===== src/hw/rtl/llf_pkg.sv =====
`default_nettype none

package llf_pkg;

  // data and coefficient formats
  localparam int DATA_WIDTH     = 32;
  localparam int COEF_FRAC_BITS = 24;

  // register widths, fixed by the register map
  localparam int COEF_LAG_W  = 25;
  localparam int COEF_LEAD_W = 32;
  localparam int CLAMP_W     = 32;
  localparam int CFG_W       = 32;
  localparam int CFG_IDX_W   = 2;

  // derived datapath widths
  localparam int DIFF_W      = DATA_WIDTH + 1;
  localparam int LEAD_PROD_W = COEF_LEAD_W + DIFF_W;
  localparam int LEAD_RAW_W  = LEAD_PROD_W - COEF_FRAC_BITS;
  localparam int LAG_COEF_W  = COEF_LAG_W + 1;
  localparam int LAG_PROD_W  = LAG_COEF_W + DIFF_W;
  localparam int LAG_RAW_W   = LAG_PROD_W - COEF_FRAC_BITS;
  localparam int WIDE_W      = (LEAD_RAW_W > CLAMP_W) ? LEAD_RAW_W : CLAMP_W;
  localparam int SUM_W       = ((LAG_RAW_W > DATA_WIDTH) ? LAG_RAW_W : DATA_WIDTH) + 2;

  // stream widths, whole bytes
  localparam int IN_TDATA_W  = ((DATA_WIDTH + 7) / 8) * 8;
  localparam int OUT_TDATA_W = ((2 * DATA_WIDTH + 7) / 8) * 8;

  // register indexes
  localparam logic [CFG_IDX_W-1:0] REG_COEF_LAG  = 2'd0;
  localparam logic [CFG_IDX_W-1:0] REG_COEF_LEAD = 2'd1;
  localparam logic [CFG_IDX_W-1:0] REG_LEAD_MAX  = 2'd2;
  localparam logic [CFG_IDX_W-1:0] REG_LEAD_MIN  = 2'd3;

  // reset values
  localparam logic [COEF_LAG_W-1:0] COEF_LAG_RESET =
    COEF_LAG_W'(1) << COEF_FRAC_BITS;
  localparam logic signed [COEF_LEAD_W-1:0] COEF_LEAD_RESET =
    COEF_LEAD_W'(1) << COEF_FRAC_BITS;
  localparam logic signed [CLAMP_W-1:0] LEAD_MAX_RESET = {1'b0, {(CLAMP_W-1){1'b1}}};
  localparam logic signed [CLAMP_W-1:0] LEAD_MIN_RESET = {1'b1, {(CLAMP_W-1){1'b0}}};

  // data range limits
  localparam logic signed [DATA_WIDTH-1:0] DATA_MAX = {1'b0, {(DATA_WIDTH-1){1'b1}}};
  localparam logic signed [DATA_WIDTH-1:0] DATA_MIN = {1'b1, {(DATA_WIDTH-1){1'b0}}};

  typedef struct packed {
    logic        [COEF_LAG_W-1:0]  coef_lag;
    logic signed [COEF_LEAD_W-1:0] coef_lead;
    logic signed [CLAMP_W-1:0]     lead_max;
    logic signed [CLAMP_W-1:0]     lead_min;
  } cfg_t;

  typedef struct packed {
    logic signed [DATA_WIDTH-1:0] filtered;
    logic signed [DATA_WIDTH-1:0] lead_term;
    logic                         clamped;
  } res_t;

endpackage

`default_nettype wire


===== src/hw/rtl/llf_cfg_regs.sv =====
`default_nettype none

module llf_cfg_regs (
  input  wire logic                           clk,
  input  wire logic                           rst,
  input  wire logic                           cfg_we,
  input  wire logic [llf_pkg::CFG_IDX_W-1:0]  cfg_index,
  input  wire logic [llf_pkg::CFG_W-1:0]      cfg_data,
  output llf_pkg::cfg_t                       cfg
);

  always_ff @(posedge clk) begin
    if (rst) begin
      cfg.coef_lag  <= llf_pkg::COEF_LAG_RESET;
      cfg.coef_lead <= llf_pkg::COEF_LEAD_RESET;
      cfg.lead_max  <= llf_pkg::LEAD_MAX_RESET;
      cfg.lead_min  <= llf_pkg::LEAD_MIN_RESET;
    end else if (cfg_we) begin
      case (cfg_index)
        llf_pkg::REG_COEF_LAG:  cfg.coef_lag  <= cfg_data[llf_pkg::COEF_LAG_W-1:0];
        llf_pkg::REG_COEF_LEAD: cfg.coef_lead <= cfg_data[llf_pkg::COEF_LEAD_W-1:0];
        llf_pkg::REG_LEAD_MAX:  cfg.lead_max  <= cfg_data[llf_pkg::CLAMP_W-1:0];
        llf_pkg::REG_LEAD_MIN:  cfg.lead_min  <= cfg_data[llf_pkg::CLAMP_W-1:0];
        default: ;
      endcase
    end
  end

endmodule

`default_nettype wire


===== config.mk =====
export PLATFORM = sky130hd
export DESIGN_NAME = llf_cfg_regs
export DESIGN_NICKNAME = d
export VERILOG_FILES = /design/src/hw/rtl/llf_pkg.sv /design/src/hw/rtl/llf_cfg_regs.sv
export SDC_FILE = /design/constraint.sdc
export NUM_CORES = 1
export LEC_CHECK = 0
export ABC_AREA = 0
export BUFFER_PORTS_ARGS = -buffer_cell sky130_fd_sc_hd__buf_4
export CAP_MARGIN = 20
export CORE_ASPECT_RATIO = 0.9
export CORE_MARGIN = 2
export CORE_UTILIZATION = 50
export CTS_CLUSTER_SIZE = 20
export DETAILED_ROUTE_END_ITERATION = 16
export PLACE_DENSITY_LB_ADDON = 0.3
export SETUP_SLACK_MARGIN = 0.02
export SYNTH_ARGS = -nofsm -noshare
export SYNTH_HDL_FRONTEND = slang
export SYNTH_SLANG_ARGS = --single-unit

===== constraint.sdc =====
create_clock -name clk -period 1.1 [get_ports clk]
set_clock_uncertainty 0.15 [all_clocks]
set_input_delay 0.11 -clock clk [delete_from_list [all_inputs] [get_ports clk]]
set_output_delay 0.11 -clock clk [all_outputs]
set_load 0.01 [all_outputs]

==> flow_summary.ini, run 1 <==
[global_route]
grt-ovfl-total = 0
grt_max_degree = 47
track_usage_pct = 28.2
grt_pass1_wl_um = 23000
antenna_found_initial = 0
grt_pass1_vias = 4646

[clock_network]
htreeDepth = 4
clock_latency_ns = 0.50
clkTransAtPathRegs_ns = 0.06
cts.sinks = 121
cts_buffers = 17
ctsHoldBuffers = 45
cts_buffer_depth = 2
cts_root_buf = clkbuf_8
cts_tree = yes

[layout]
largest_reg_flops = 121
post-route-util_pct = 86.0
syn_to_final_growth_pct = 68.5
largest_registers = cfg: 121 flops
n_fill_cell = 479
max_flop_register = cfg
drive_above_1_share_pct = 50.8
final_cells = 850
final_nets = 749
num_antenna_cells = 0

[drt]
drt_first_iter_violations = 133
drc_errors = 0
drt_first_pass_iters = 4
routed_via_density = 5.06
wl_um = 15000
ant_nets = 0
wl_per_cell_um = 17.6
vias = 4302

[timing]
post-route-period-util_pct = 111
fin_hold_ws_ns = -0.0779
layout_min_cycle_time_ns = 1.23
finalSetupViolCount = 121
rsz0062_at_grt = true
drv_slew = 0
fin_ws_ns = -0.125
finalHoldViolCount = 18
max_freq_ghz = 0.816
worst_pin_slew_ns = 0.470
relSlewSlack_pct = 68.6

[logic_synthesis]
muxShareOfSynthArea_pct = 24.8
synth_xor_area_share_pct = 0
synth_adder_area_share_pct = 0
synth_top_family_by_area = multiplexers
synth_fp_nets = 505
yosys_warnings = 0
syn-cell-area_um2 = 4880
synth_cell_types = 14
yosysSeqAreaShare_pct = 49.6
yosys-top-cells-area = dfxtp_1, mux2i_1, nand2b_1
synth.avg_cell_area_um2 = 10.4
ys_ff_latch = 121
synth_common_cells = dfxtp_1, mux2i_1, nand2b_1, nor2_1
synth_edf_count = 0
synthSimpleGateAreaFrac_pct = 21.4
synth_ff_type = dfxtp_1
synthCells = 468
synth_top_area_share_pct = 49.6
synth_top_cell_by_area = dfxtp_1
async_reset_ff_share_pct = 0
synth_compound_area_share_pct = 0

[pwr]
ir_drop_mv = 1.01
leakage_uw = 0.00379
power.density_nw_per_um2 = 1410

[worst_setup_path]
slowest_stage = dfxtp_2
worstSetupEndpointType = output pin
worst_ep_required_time_ns = 0.84
crit_chain = buf_6
worstPathArrival_ns = 0.97
critical_path_peak_fanout = 2
critPathTopFamily = flip-flops
max_stage_delay_ns = 0.35
path_class = flip-flop to output pin
cp_num_buf_inv = 1
start_kind = flip-flop

[placed_design]
placed_cells = 736
dp_hpwl_um = 8150
place.gp.congestion = 0.725
numPortBuffers = 157

[die]
start_util_pct = 51.0
num_rows = 34
core_area_um2 = 9570
die_w_um = 108
io_pins = 158
fp.dieH_um = 97.8
die_area_um2 = 10600

[min_path]
hp-class = input port to flip-flop

[outcome]
violations = negative hold slack, negative setup slack
status = finished with violations

[run]
drv_cap = 0
==> tightest hold or removal path: cells and delay by family <==
family                 cells  cell delay, ns
AND/OR/NAND/NOR            1            0.23
buffers and inverters      1            0.11
multiplexers               1            0.09
==> repair_timing <==
| action | 4_1_cts | 5_1_grt |
|---|---|---|
| setup endpoints to repair | 121 | 182 |
| hold endpoints to repair | 121 | 18 |
| buffers inserted | 14 | 24 |
| resized for setup | 242 | 7 |
==> cells by family (layout without fill, tap and decap cells) <==
family / after synthesis / after routing
muxes: 121 / 121
DFF: 121 / 121
and+or+nand+nor: 192 / 192
buffers and inverters: 34 / 290
==> layer usage <==
| layer | wire length, µm | GRT usage [%] | up-vias |
|---|---|---|---|
| met5 | 0 | 0 | - |
| met4 | 481 | 13.3 | 0 |
| met3 | 718 | 7.28 | 38 |
| met2 | 8050 | 51.3 | 140 |
| met1 | 5750 | 30.0 | 2112 |
| li1 | - | - | 2012 |
==> area by class of cell <==
| cell class | count | area [µm²] | area share (%) |
|---|---|---|---|
| Clock inverter | 7 | 88.8 | 1.08 |
| Timing Repair Buffer | 259 | 2640 | 32.1 |
| Multi-Input combinational cell | 313 | 2270 | 27.6 |
| Sequential cell | 121 | 2570 | 31.3 |
| Clock buffer | 24 | 500 | 6.08 |
| Tap cell | 126 | 158 | 1.92 |
==> placed cells by master (no fill, tap or decap), drive strengths merged <==
| cell type | instances |
|---|---|
| buf | 214 |
| mux2i | 121 |
| dfxtp | 121 |
| nand2b | 119 |
| nor2 | 66 |
| dlygate4sd3 | 38 |
| clkbuf | 24 |
| dlymetal6s4s | 7 |
| clkinv | 5 |
| bufinv | 2 |
| and3b | 2 |
| nor3b | 1 |
| nand3b | 1 |
| nand3 | 1 |
| and3 | 1 |
| or3b | 1 |
==> report_power, final <==
part / internal, µW / switching [µW]
clock network: 3560 / 1920
logic: 821 / 585
registers: 4580 / 122
total: 8960 / 2630
==> through the flow <==
stage | TNS, ns | setup WS, ns | instance area [µm²] | total power [µW]
2_1_floorplan | 0 | 0.0792 | 4880 | 5270
3_3_place_gp | -3.25 | -0.100 | 6280 | 5760
3_5_place_dp | -5.78 | -0.114 | 6280 | 5790
4_1_cts | -16.70 | -0.127 | 8030 | 11500
5_1_grt | -16.07 | -0.155 | 8230 | 11900
6_report | -12.45 | -0.125 | 8230 | 11600
==> final timing paths <==
| kind | startpoint | to | slack (ns) | cells past startpoint |
|---|---|---|---|---|
| worst min register to register | cfg[103] | cfg[103] | 0.33 | 2 |
| worst min-delay path | cfg_index[0] | cfg[31] | -0.08 | 3 |
| worst max-delay path | cfg[44] | cfg[44] | -0.13 | 1 |
| worst max register to register | cfg[56] | cfg[56] | 0.06 | 4 |
No activity file was read; power rests on OpenSTA's default activity.
==> run 2: changes to the inputs <==
--- a/config.mk
+++ b/config.mk
@@ -8,9 +8,11 @@
 export ABC_AREA = 0
 export BUFFER_PORTS_ARGS = -buffer_cell sky130_fd_sc_hd__buf_4
 export CAP_MARGIN = 20
+export CELL_PAD_IN_SITES_DETAIL_PLACEMENT = 0
+export CELL_PAD_IN_SITES_GLOBAL_PLACEMENT = 2
 export CORE_ASPECT_RATIO = 0.9
 export CORE_MARGIN = 2
-export CORE_UTILIZATION = 50
+export CORE_UTILIZATION = 31
 export CTS_CLUSTER_SIZE = 20
 export DETAILED_ROUTE_END_ITERATION = 16
 export PLACE_DENSITY_LB_ADDON = 0.3
==> run 2 against run 1 <==
The flow finishes with violations (negative setup slack). Sequential cell count is the same. Register-to-register slack improved by 0.07 ns. Critical path depth stayed put. Final area is 0.49% lower. Combinational power is 6% lower. Fmax grew 9.8%. Utilization shrank 33 points. Sequential power about the same. Via count fell by 8.6%. Routed wire length decreased by 13%. Largest cell class is now registers.
==> flow_summary.ini, run 2 (synthesis results as in run 1) <==
[timing]
finalHoldViolCount = 0
max_freq_ghz = 0.896
finalSetupViolCount = 79
post-route-period-util_pct = 101
relSlewSlack_pct = 82.5
fin_ws_ns = -0.0160
layout_min_cycle_time_ns = 1.12
rsz0062_at_grt = true
worst_pin_slew_ns = 0.262
drv_slew = 0
fin_hold_ws_ns = 0.0261

[placed_design]
numPortBuffers = 157
place.gp.congestion = 0.727
dp_hpwl_um = 9040
placed_cells = 812
dp_slack_ns = -0.140
post_dp_cell_area_um2 = 6410

[pwr]
power.density_nw_per_um2 = 1380
combinationalPowerShare_pct = 11.8
power.switching_uw = 2520
p_int_uw = 8750
p_clk_share_pct = 46.6
seqPwrFrac_pct = 41.6
switching_share_pct = 22.4
ir_drop_mv = 1.04
leakage_uw = 0.00367

[worst_setup_path]
critical_path_peak_fanout = 2
r2r_cells = 4
start_kind = flip-flop
crit_chain = buf_6
max_stage_delay_ns = 0.35
slowest_stage = dfxtp_2
worstPathArrival_ns = 0.86
path_class = flip-flop to output pin
cp_num_cells = 1
worstSetupEndpointType = output pin
critPathTopFamily = flip-flops
worst_ep_required_time_ns = 0.84
cp_num_buf_inv = 1

[clock_network]
htreeDepth = 4
clkTransAtPathRegs_ns = 0.05
cts_buffer_depth = 2
cts_tree = yes
cts_buffers = 17
cts.sinks = 121
cts_root_buf = clkbuf_16
clock_latency_ns = 0.40

[drt]
routed_via_density = 4.30
vias = 3930
drt_first_pass_iters = 4
drt_first_iter_violations = 91
drc_errors = 0
wl_um = 13000
wl_per_cell_um = 14.2
ant_nets = 0

[layout]
drive_above_1_share_pct = 51.5
stdcell_area_um2 = 8190
largest_reg_flops = 121
final_cells = 913
largest_registers = cfg: 121 flops
final_nets = 735
max_flop_register = cfg
num_antenna_cells = 0
final_cell_mix = mux2i_1, dfxtp_2, buf_6, nand2b_1, buf_4
n_fill_cell = 1377
syn_to_final_growth_pct = 67.6
post-route-util_pct = 53.2

[global_route]
grt-ovfl-total = 0
grt_max_degree = 56
track_usage_pct = 16.0
antenna_found_initial = 0
grt_pass1_wl_um = 20400
grt_pass1_vias = 4131

[die]
core_area_um2 = 15400
fp.dieH_um = 123
die_w_um = 136
io_pins = 158
die_area_um2 = 16800
start_util_pct = 31.7
num_rows = 43

[min_path]
hp-class = input port to flip-flop
hold-path-cell-count = 3

[outcome]
status = finished with violations
violations = negative setup slack

[run]
drv_cap = 0
[run 2: changes by cell type in the layout (fill, tap and decap cells not counted)]
| cell | previous run | this run |
|---|---|---|
| buf_12 | 9 | 12 |
| clkbuf_1 | 1 | 2 |
| dlymetal6s4s_1 | 7 | 0 |
| buf_4 | 84 | 79 |
| clkbuf_16 | 16 | 17 |
| clkinvlp_4 | 0 | 1 |
| clkinv_4 | 1 | 0 |
| clkinv_2 | 4 | 6 |
| dlygate4sd3_1 | 38 | 33 |
| clkbuf_8 | 7 | 5 |
| bufinv_16 | 2 | 1 |
[run 2: final timing paths]
kind | slack [ns] | startpoint | end
max | -0.02 | cfg[11] | cfg[11]
min | 0.03 | rst | cfg[120]
max reg2reg | 0.13 | cfg[98] | cfg[98]
min reg2reg | 0.32 | cfg[87] | cfg[87]
[run 2: final cells by class]
| cell class | count | area, µm² | area share [%] |
|---|---|---|---|
| sequential | 121 | 2570 | 31.4 |
| timing repair buffer | 245 | 2530 | 30.8 |
| multi-input combinational | 313 | 2270 | 27.7 |
| clock buffer | 24 | 502 | 6.13 |
| tap | 202 | 253 | 3.09 |
| clock inverter | 8 | 67.6 | 0.825 |
[run 2: per-layer routing]
metal	up-vias	share of wire, %	global-route usage, %
li1	1987	-	-
met1	1839	43	18.7
met2	93	49	26.7
met3	11	6.5	5.54
met4	0	1.3	6.64
met5	-	0	0
[run 2: timing repair]
item,4_1_cts,5_1_grt
endpoints found under the setup margin,121,121
endpoints found under the hold margin,121,0
setup buffers,18,18
hold buffers,33,0
gates resized for setup,242,0
[run 2: power by group through the flow]
stage,clock network (µW),registers [µW],logic [µW]
final,5250,4690,1330
after detailed placement,0,4730,1090
after global routing,5550,4710,1440
after floorplan,0,4790,480
after CTS,5390,4700,1310
after global placement,0,4730,1080
[run 2: per-stage QoR]
step | total power (µW) | setup TNS [ns]
2_1_floorplan | 5270 | 0
3_3_place_gp | 5800 | -5.06
3_5_place_dp | 5820 | -7.27
4_1_cts | 11400 | -2.94
5_1_grt | 11700 | -4.16
6_report | 11300 | -0.450
==> run 3: changes to the inputs <==
--- a/config.mk
+++ b/config.mk
@@ -10,7 +10,7 @@
 export CAP_MARGIN = 20
 export CELL_PAD_IN_SITES_DETAIL_PLACEMENT = 0
 export CELL_PAD_IN_SITES_GLOBAL_PLACEMENT = 2
-export CORE_ASPECT_RATIO = 0.9
+export CORE_ASPECT_RATIO = 0.5
 export CORE_MARGIN = 2
 export CORE_UTILIZATION = 31
 export CTS_CLUSTER_SIZE = 20
==> run 3 against run 2 <==
The run still ends with negative setup slack left. Register-to-register slack gained 0.11 ns. Utilization shrank 0.68 points. Global-route usage shrank 0.094 points. Sequential cell count is the same. First-iteration DRC count grew 37%. Critical endpoint is now cfg[76]. Largest power group unchanged.
==> flow_summary.ini, run 3 (synthesis results as in run 1) <==
[timing]
drv_slew = 0
timing.setup.tns_ns = -0.164
rsz0062_at_grt = true
max_freq_ghz = 0.899
finalHoldViolCount = 0
worst_pin_slew_ns = 0.278
relSlewSlack_pct = 81.5
post-route-period-util_pct = 101
layout_min_cycle_time_ns = 1.11
fin_ws_ns = -0.0120
finalSetupViolCount = 41

[die]
num_rows = 32
core_area_um2 = 15400
io_pins = 158
fp.dieH_um = 92.8
die_area_um2 = 16800
start_util_pct = 31.7
die_w_um = 182

[worst_setup_path]
worstSetupEndpointType = output pin
max_stage_delay_ns = 0.33
start_kind = flip-flop
slowest_stage = dfxtp_2
path_class = flip-flop to output pin
critical_path_peak_fanout = 2
worst_ep_required_time_ns = 0.84
worstPathArrival_ns = 0.85
crit_chain = buf_6
critPathTopFamily = flip-flops
r2r_slack_ns = 0.24
cp_num_buf_inv = 1

[clock_network]
htreeDepth = 4
cts_buffers = 17
clkTransAtPathRegs_ns = 0.06
cts_root_buf = clkbuf_16
cts_tree = yes
clock_latency_ns = 0.40
cts.sinks = 121
cts_buffer_depth = 2

[drt]
vias = 3820
wl_um = 13000
ant_nets = 0
drt_first_iter_violations = 125
wl_per_cell_um = 14.5
drt_first_pass_iters = 4
drc_errors = 0
routed_via_density = 4.25

[pwr]
ir_drop_mv = 1.09
power.density_nw_per_um2 = 1470
leakage_uw = 0.00358

[placed_design]
dp_slack_ns = -0.131
numPortBuffers = 157
placed_cells = 809
dp_hpwl_um = 8470
place.gp.congestion = 0.730

[global_route]
grt_pass1_wl_um = 20900
antenna_found_initial = 0
grt-ovfl-total = 0
track_usage_pct = 15.9
grt_max_degree = 57
grt_pass1_vias = 3928

[layout]
drive_above_1_share_pct = 50.7
final_nets = 719
largest_registers = cfg: 121 flops
n_fill_cell = 1386
final_cell_mix = mux2i_1, dfxtp_2, buf_6, nand2b_1
max_flop_register = cfg
num_antenna_cells = 0
largest_reg_flops = 121
syn_to_final_growth_pct = 65.8
final_cells = 898

[outcome]
violations = negative setup slack
status = finished with violations

[run]
drv_cap = 0

[min_path]
hp-class = input port to flip-flop
==> run 3: cell count changes in the layout (fill, tap and decap cells not counted) <==
cell and change:
clkinvlp_4 +3, clkinv_4 +3, dlygate4sd3_1 -1, buf_4 -13, buf_12 -2, inv_6 +2
clkbuf_8 -5, bufinv_16 +3, clkinv_2 -5, clkbuf_1 -2
==> run 3: worst min-delay path: cells and delay by family <==
kind                   cells  cell delay, ns
muxes                      1            0.12
and+or+nand+nor            1            0.06
buffers and inverters      2            0.28
==> run 3: worst paths after layout <==
path,cells after the start,startpoint,end
worst max-delay path,1,cfg[76],cfg[76]
worst min-delay path,4,cfg_index[1],cfg[100]
worst max register to register,3,cfg[58],cfg[58]
worst min register to register,2,cfg[83],cfg[83]
==> run 3: report_power, final <==
part           leakage (µW)  internal [µW]  total, µW  switching [µW]
Combinational       0.00228            763       1290             529
Sequential          0.00101           4570       4680             112
Clock              0.000292           3800       5910            2120
Total               0.00358           9130      11900            2760
==> run 3: cell type report <==
cell class,instances,area (µm²),area share [%]
timing repair buffer,229,2380,29.4
clock inverter,14,199,2.46
clock buffer,17,425,5.25
tap,204,255,3.15
multi-input combinational,313,2270,28.0
sequential,121,2570,31.8
==> run 3: routing by layer <==
layer | global-route usage [%] | vias up | wire length, µm
met5 | 0 | - | 0
met4 | 4.27 | 0 | 71
met3 | 5.15 | 5 | 604
met2 | 26.4 | 87 | 6180
met1 | 19.9 | 1775 | 6130
li1 | - | 1953 | -
==> run 3: metrics by stage <==
| stage | instance area, µm² | util (%) | total power, µW | hold WS, ns |
|---|---|---|---|---|
| floorplan | 4880 | - | 5270 | 0.115 |
| global placement | 6350 | 41.2 | 5790 | 0.225 |
| detailed placement | 6350 | 41.2 | 5800 | 0.236 |
| CTS | 8000 | 51.9 | 12000 | 0.0435 |
| global route | 8100 | 52.5 | 12400 | 0.0442 |
| finish | 8100 | 52.5 | 11900 | 0.0659 |
==> run 3: repair_timing <==
item,CTS,global route
cloned,0,0
hold buffers,32,0
endpoints found under the setup margin,121,121
buffers inserted,13,13
endpoints found under the hold margin,121,0
gates resized for setup,242,0
